--- src/rtl/core/lpft_pkg.sv ---
// lpft_pkg: shared types and constants for the lru page frame table
// no dependencies; used by lpft_cell and lru_page_frame_table
package lpft_pkg;

  localparam int MAX_FRAMES = 16;
  localparam int PAGE_W     = 20;
  localparam int RANK_W     = $clog2(MAX_FRAMES);
  localparam int CNT_W      = RANK_W + 1;
  localparam int FAULT_W    = 32;

  typedef enum logic {
    ST_IDLE,
    ST_UPD
  } lpft_state_t;

  // broadcast from the controller to every cell
  typedef struct packed {
    logic              clr;
    logic              upd;
    logic              hit;
    logic [PAGE_W-1:0] page;
    logic [CNT_W-1:0]  limit;
    logic [RANK_W-1:0] last_rank;
  } lpft_ctrl_t;

  // per-cell status back to the controller
  typedef struct packed {
    logic              match;
    logic              pick;
    logic              lru;
    logic [RANK_W-1:0] rank;
  } lpft_stat_t;

endpackage

--- src/rtl/core/lru_page_frame_table.sv ---
// lru_page_frame_table: fully associative page frame table, lru replacement
// depends on lpft_pkg and lpft_cell (a row of MAX_FRAMES frame cells)
//
//  channel | ports                                   | handshake
//  --------+-----------------------------------------+---------------------------
//  input   | in_page_id                              | start & !busy
//  result  | out_hit, out_frame_index,               | out_valid, one cycle,
//          | out_fault_count, out_disabled           | no back-pressure
//  config  | cfg_wdata                               | cfg_we
//
// a beat: the accept edge latches the page and enters the update state, where it
// is compared against all cells; the row update and the result are registered.
// busy is high for that one update cycle, so no new beat is taken until it ends.
// rst_n is synchronous active low: all frames empty, frames_in_use = 16,
// fault count zero. a cfg write clears the row and the fault count.
// the receiver cannot stall: out_valid is a single-cycle strobe.
module lru_page_frame_table (
  input  logic                          clk,
  input  logic                          rst_n,
  input  logic                          start,
  output logic                          busy,
  input  logic [lpft_pkg::PAGE_W-1:0]   in_page_id,
  input  logic                          cfg_we,
  input  logic [lpft_pkg::CNT_W-1:0]    cfg_wdata,
  output logic                          out_valid,
  output logic                          out_hit,
  output logic [lpft_pkg::RANK_W-1:0]   out_frame_index,
  output logic [lpft_pkg::FAULT_W-1:0]  out_fault_count,
  output logic                          out_disabled
);

  localparam int N = lpft_pkg::MAX_FRAMES;

  lpft_pkg::lpft_state_t             state_r, state_nxt;
  logic [lpft_pkg::PAGE_W-1:0]       page_r;
  logic [lpft_pkg::CNT_W-1:0]        frames_r;
  logic [lpft_pkg::FAULT_W-1:0]      fault_r, fault_nxt;

  logic                              out_valid_r, out_hit_r, out_disabled_r;
  logic [lpft_pkg::RANK_W-1:0]       out_idx_r, out_idx_nxt;

  logic                              accept, upd_state, upd_en;
  logic [lpft_pkg::CNT_W-1:0]        n_act;
  logic                              tbl_off;

  lpft_pkg::lpft_ctrl_t              ctrl;
  lpft_pkg::lpft_stat_t              stat [N];
  logic [N-1:0]                      active, tgt, match_v, pick_v, lru_v;
  logic [N:0]                        empty_chain;
  logic                              any_match, any_empty;
  logic [lpft_pkg::RANK_W-1:0]       hit_rank;

  // ---------------------------------------------------------------- control
  assign accept = start && !busy;

  always_comb begin
    state_nxt = state_r;
    unique case (state_r)
      lpft_pkg::ST_IDLE: begin
        if (accept) state_nxt = lpft_pkg::ST_UPD;
      end
      lpft_pkg::ST_UPD: begin
        state_nxt = lpft_pkg::ST_IDLE;
      end
      default: state_nxt = lpft_pkg::ST_IDLE;
    endcase
  end

  always_comb begin
    busy      = 1'b0;
    upd_state = 1'b0;
    unique case (state_r)
      lpft_pkg::ST_IDLE: begin
        busy = 1'b0;
      end
      lpft_pkg::ST_UPD: begin
        busy      = 1'b1;
        upd_state = 1'b1;
      end
      default: busy = 1'b0;
    endcase
  end

  always_ff @(posedge clk) begin
    if (!rst_n) begin
      state_r <= lpft_pkg::ST_IDLE;
    end else begin
      state_r <= state_nxt;
    end
  end

  always_ff @(posedge clk) begin
    if (accept) page_r <= in_page_id;
  end

  // register values above the frame count behave as the full row
  assign n_act   = (frames_r > lpft_pkg::CNT_W'(N)) ? lpft_pkg::CNT_W'(N) : frames_r;
  assign tbl_off = (n_act == '0);
  assign upd_en  = upd_state && !tbl_off;

  always_ff @(posedge clk) begin
    if (!rst_n) begin
      frames_r <= lpft_pkg::CNT_W'(N);
    end else if (cfg_we) begin
      frames_r <= cfg_wdata;
    end
  end

  // ---------------------------------------------------------------- cell row
  always_comb begin
    for (int i = 0; i < N; i++) begin
      active[i]  = (lpft_pkg::CNT_W'(i) < n_act);
      match_v[i] = stat[i].match;
      pick_v[i]  = stat[i].pick;
      lru_v[i]   = stat[i].lru;
    end
  end

  assign any_match = |match_v;
  assign any_empty = empty_chain[0];

  // rank of the hit frame sets how far the others age
  always_comb begin
    hit_rank = '0;
    for (int i = 0; i < N; i++) begin
      if (match_v[i]) hit_rank = hit_rank | stat[i].rank;
    end
  end

  // target frame: the hit, else the highest empty slot, else the oldest rank
  always_comb begin
    if (any_match)      tgt = match_v;
    else if (any_empty) tgt = pick_v;
    else                tgt = lru_v;
  end

  always_comb begin
    ctrl.clr       = cfg_we;
    ctrl.upd       = upd_en;
    ctrl.hit       = any_match;
    ctrl.page      = page_r;
    ctrl.limit     = any_match ? {1'b0, hit_rank} : lpft_pkg::CNT_W'(N);
    ctrl.last_rank = lpft_pkg::RANK_W'(n_act - 1'b1);
  end

  assign empty_chain[N] = 1'b0;

  for (genvar g = 0; g < N; g++) begin : g_cell
    lpft_cell u_cell (
      .clk       (clk),
      .rst_n     (rst_n),
      .ctrl      (ctrl),
      .active    (active[g]),
      .tgt       (tgt[g]),
      .empty_in  (empty_chain[g+1]),
      .empty_out (empty_chain[g]),
      .stat      (stat[g])
    );
  end

  // ---------------------------------------------------------------- result
  always_comb begin
    out_idx_nxt = '0;
    for (int i = 0; i < N; i++) begin
      if (tgt[i]) out_idx_nxt = out_idx_nxt | lpft_pkg::RANK_W'(i);
    end
  end

  // fault count saturates at all ones
  always_comb begin
    fault_nxt = fault_r;
    if (upd_en && !any_match && (fault_r != '1)) fault_nxt = fault_r + 1'b1;
  end

  always_ff @(posedge clk) begin
    if (!rst_n || cfg_we) begin
      fault_r <= '0;
    end else begin
      fault_r <= fault_nxt;
    end
  end

  always_ff @(posedge clk) begin
    if (!rst_n) begin
      out_valid_r <= 1'b0;
    end else begin
      out_valid_r <= upd_state;
    end
  end

  always_ff @(posedge clk) begin
    if (upd_state) begin
      out_hit_r      <= !tbl_off && any_match;
      out_idx_r      <= tbl_off ? '0 : out_idx_nxt;
      out_disabled_r <= tbl_off;
    end
  end

  assign out_valid       = out_valid_r;
  assign out_hit         = out_hit_r;
  assign out_frame_index = out_idx_r;
  assign out_fault_count = fault_r;
  assign out_disabled    = out_disabled_r;

  // ---------------------------------------------------------------- checks
`ifndef ASSERT_OFF
  a_res_after_upd: assert property (@(posedge clk) disable iff (!rst_n)
    out_valid |-> $past(upd_state))
    else $error("result strobe without an update cycle");

  a_tgt_onehot: assert property (@(posedge clk) disable iff (!rst_n)
    upd_en |-> $onehot(tgt))
    else $error("update must hit exactly one frame");

  a_hit_not_off: assert property (@(posedge clk) disable iff (!rst_n)
    out_valid && out_hit |-> !out_disabled)
    else $error("hit reported on a disabled table");

  a_one_upd: assert property (@(posedge clk) disable iff (!rst_n)
    upd_state |=> !upd_state)
    else $error("update cycle lasted more than one clock");
`endif

endmodule

--- src/rtl/core/lpft_cell.sv ---
// lpft_cell: one page frame with valid bit, page tag and recency rank
// depends on lpft_pkg; chained through the empty-frame ripple
module lpft_cell (
  input  logic                clk,
  input  logic                rst_n,
  input  lpft_pkg::lpft_ctrl_t ctrl,
  input  logic                active,
  input  logic                tgt,
  input  logic                empty_in,
  output logic                empty_out,
  output lpft_pkg::lpft_stat_t stat
);

  logic                           valid_r, valid_nxt;
  logic [lpft_pkg::PAGE_W-1:0]    page_r, page_nxt;
  logic [lpft_pkg::RANK_W-1:0]    rank_r, rank_nxt;
  logic                           empty_here;

  assign empty_here = active && !valid_r;
  // higher-numbered empty frames win, so the ripple runs from the top down
  assign empty_out  = empty_in || empty_here;

  always_comb begin
    stat.match = valid_r && (page_r == ctrl.page);
    stat.pick  = empty_here && !empty_in;
    stat.lru   = valid_r && (rank_r == ctrl.last_rank);
    stat.rank  = rank_r;
  end

  always_comb begin
    valid_nxt = valid_r;
    page_nxt  = page_r;
    rank_nxt  = rank_r;
    if (ctrl.upd) begin
      if (tgt) begin
        valid_nxt = 1'b1;
        rank_nxt  = '0;
        if (!ctrl.hit) begin
          page_nxt = ctrl.page;
        end
      end else if (valid_r && ({1'b0, rank_r} < ctrl.limit)) begin
        rank_nxt = rank_r + 1'b1;
      end
    end
  end

  always_ff @(posedge clk) begin
    if (!rst_n || ctrl.clr) begin
      valid_r <= 1'b0;
      rank_r  <= '0;
    end else begin
      valid_r <= valid_nxt;
      rank_r  <= rank_nxt;
    end
  end

  always_ff @(posedge clk) begin
    page_r <= page_nxt;
  end

endmodule
--- config.mk ---
export PLATFORM = sky130hd
export DESIGN_NAME = lru_page_frame_table
export DESIGN_NICKNAME = d
export VERILOG_FILES = /design/src/rtl/core/lpft_pkg.sv /design/src/rtl/core/lru_page_frame_table.sv /design/src/rtl/core/lpft_cell.sv
export SDC_FILE = /design/constraint.sdc
export NUM_CORES = 1
export LEC_CHECK = 0
export BUFFER_PORTS_ARGS = -buffer_cell sky130_fd_sc_hd__buf_2
export CORE_UTILIZATION = 44
export DETAILED_ROUTE_END_ITERATION = 10
export GPL_TIMING_DRIVEN = 0
export PLACE_DENSITY_LB_ADDON = 0.3
export SLEW_MARGIN = 20
export SYNTH_ARGS = -nofsm -noshare
export SYNTH_HDL_FRONTEND = slang
export SYNTH_SLANG_ARGS = --single-unit
export TNS_END_PERCENT = 1
--- constraint.sdc ---
create_clock -name clk -period 15.15 [get_ports clk]
set_clock_uncertainty 0.1 [all_clocks]
set_input_delay 0.7575 -clock clk [delete_from_list [all_inputs] [get_ports clk]]
set_output_delay 0.7575 -clock clk [all_outputs]
set_load 0.01 [all_outputs]
==> impl_metrics.py <==
metrics = {
    "global_routing": {
        "antenna_found_initial": 0,
        "grt-ovfl-total": 0,
        "grt_pass1_vias": 17800,
        "grt_max_degree": 22,
        "grt_usage": 0.282,
        "grt_pass1_wl_mm": 116,
    },
    "finish": {
        "antenna_cells": 0,
        "drive_above_1_share": 0.118,
        "instances_no_fill": 2970,
        "area_growth_pct": 12.6,
        "nNetsFinal": 2331,
        "final_util": 0.504,
        "fillers": 4750,
        "final_area_sq_um": 27300,
    },
    "drt": {
        "dr.pass1.iters": 7,
        "drc": 0,
        "dr_total_vias": 18400,
        "routed_wl_mm": 79.7,
        "drtIter0Drc": 1955,
        "final_antenna_net_count": 0,
        "post_drt_via_cell_ratio": 6.18,
        "wire_per_inst_um": 26.8,
    },
    "critical_path": {
        "crit_required_ns": 15.55,
        "worstPathArrival_ns": 6.61,
        "critPathKind": "reg2reg",
        "cp-start-kind": "flop",
        "r2r_setup_slack_ns": 8.94,
        "end_kind": "flop",
        "crit_fanout": 17,
    },
    "sta": {
        "period_needed_ns": 6.21,
        "max_freq_mhz": 161,
        "post-route-period-util": 0.410,
        "final-setup-viol-count": 0,
        "hold_viol_final": 0,
        "fin_ws_ns": 8.94,
        "slew_violations": 0,
        "relSlewSlack": 0.205,
        "worstMarginPinSlew_ns": 1.19,
        "holdWs_ns": 0.205,
        "rsz0062_at_grt": "false",
        "final.setup.tns_ns": 0,
    },
    "floorplanning": {
        "num_rows": 85,
        "die_w_um": 237,
        "start_util": 0.448,
        "dieArea_sq_um": 56100,
        "core-area_sq_um": 54100,
        "die_h_um": 237,
        "ios": 69,
    },
    "clocking": {
        "cts_max_level": 2,
        "cts.path.max_buffers": 3,
        "post_cts_resized": 0,
        "insertion_delay_ns": 0.63,
        "post_cts_buffers": 0,
        "path_clk_slew_ns": 0.07,
        "ctsHoldBuffers": 0,
        "numCtsBuffers": 50,
        "root_buffer": "clkbuf_16",
        "cts_tree": "yes",
        "clock_sinks": 465,
    },
    "place": {
        "place_ws_ns": 9.09,
        "io_buffers": 67,
        "place_area_sq_um": 25700,
        "place.gp.congestion": 1.03,
        "dpl.cell_count": 2880,
        "post-dp-hpwl_mm": 55.4,
    },
    "run": {
        "cap_violations": 0,
    },
    "power_and_ir_drop": {
        "ir_drop_v": 0.000104,
        "power_density_nw_per_um2": 102,
        "power.leakage_nw": 9.02,
        "p_total_mw": 2.77,
    },
    "synth": {
        "ys_ff_latch": 465,
        "yosysSeqAreaShare": 0.527,
        "synth.distinct_cells": 66,
        "synth_edf_count": 346,
        "synth-main-ff-cell": "edfxtp_1",
        "syn_area_sq_um": 24300,
        "yosysWarningCount": 0,
        "synth_nets": 2195,
        "syn_avg_cell_area_sq_um": 11.5,
        "ys_async_sr_fraction": 0,
        "synthCells": 2100,
    },
    "status": {
        "status": "finished clean",
    },
    "worst_hold_path": {
        "min_path_type": "in2reg",
    },
}
-- sequential cells by signal, summed over array words and instances (netlist names) --
register and cells:
frames_r 5, g_cell.u_cell.page_r 320, g_cell.u_cell.rank_r 64, g_cell.u_cell.valid_r 16, out_disabled 1, out_fault_count 32, out_frame_index 4, out_hit 1
out_valid 1, page_r 20, state_r 1
-- cell usage after synthesis (all sizes together) (3+ instances only) --
cell    instances  share of area
a22o            6         0.0022
nand3         104          0.022
or3            63          0.016
a41oi           3         0.0011
nand4         102          0.026
ha             66          0.034
buf            68          0.018
o31ai           3        0.00093
xnor2         296           0.11
o21a           48          0.015
o311a          16         0.0066
and4           11         0.0040
nor2b          12         0.0031
nand2         113          0.017
edfxtp        346           0.43
o41ai          13         0.0047
a22oi          32         0.0099
nand2b         23         0.0059
dfxtp         119          0.098
xor2          108          0.039
mux2i          40          0.017
nand3b          3        0.00093
a211oi         17         0.0069
o211a          14         0.0058
nor2           90          0.014
a32oi           4         0.0014
a21oi          46         0.0095
and3           32         0.0083
a21boi         29         0.0090
nor3           26         0.0054
a221oi          6         0.0022
or2            19         0.0049
or4            11         0.0034
nor4           48          0.014
or4b            3         0.0012
clkbuf         36         0.0056
nand4b          8         0.0029
inv            23         0.0036
o21ai          39         0.0080
nor3b           6         0.0021
a31oi           7         0.0018
and2           19         0.0049
nor4b           3         0.0013
o211ai          6         0.0019
-- critical path: stages (launching register included) --
cell and delay (ns):
edfxtp_1 1.04, buf_4 0.36, buf_4 0.32, xnor2_1 0.16, nand4_1 0.11, nor4_1 0.67
nor4b_2 0.90, a22oi_1 0.31, nand3_1 0.19, nor2_2 0.12, buf_8 0.18, ha_1 0.29
o21a_1 0.11, o21a_1 0.18, or2_2 0.27, o311a_1 0.17, or3_1 0.36, a21boi_0 0.21
-- path summary, 6_finish.rpt --
check / cells after the start / start / to
max: 17 / page_r[11] / g_cell[11].u_cell.rank_r[2]
min: 1 / in_page_id[18] / page_r[18]
max reg2reg: 17 / page_r[11] / g_cell[11].u_cell.rank_r[2]
min reg2reg: 2 / out_fault_count[21] / out_fault_count[21]
-- power breakdown --
part | total [mW] | switching, mW | internal (mW)
logic | 0.175 | 0.114 | 0.0612
registers | 1.41 | 0.0305 | 1.38
clock network | 1.19 | 0.523 | 0.666
-- per-layer routing --
| metal | global-route usage | routed length, um |
|---|---|---|
| met1 | 0.376 | 32200 |
| met3 | 0.0452 | 7010 |
| met2 | 0.455 | 37100 |
| met4 | 0.121 | 3470 |
| met5 | 0 | 0 |
-- placed cells by master, fill, tap and decap left out, types with 46 or more instances in the layout --
master and instances:
dfxtp_1 119, o21a_1 48, nand3_1 103, or3_1 63, xnor2_1 296, a21oi_1 46
edfxtp_1 346, nand4_1 102, ha_1 66, buf_2 86, xor2_1 108, nand2_1 113
clkbuf_1 51, nor2_1 74, clkbuf_16 50
-- area by class of cell --
cell class	count	area, sq um	area share
inverter	24	90.1	0.00330
buffer	104	583	0.0214
sequential	465	12800	0.468
tap	696	871	0.0319
clock inverter	24	236	0.00866
clock buffer	66	1320	0.0484
multi-input combinational	1507	10900	0.399
timing repair buffer	84	523	0.0192
-- cell families after synthesis --
group,Yosys count,synth area share
DFF,465,0.527
adders and majority gates,66,0.0341
xor gates and xnor gates,404,0.146
and+or+nand+nor,698,0.159
buffers and inverters,128,0.0278
muxes,40,0.0165
AOI/OAI and AO/OA,299,0.0904
No activity file was read; power rests on OpenSTA's default activity.
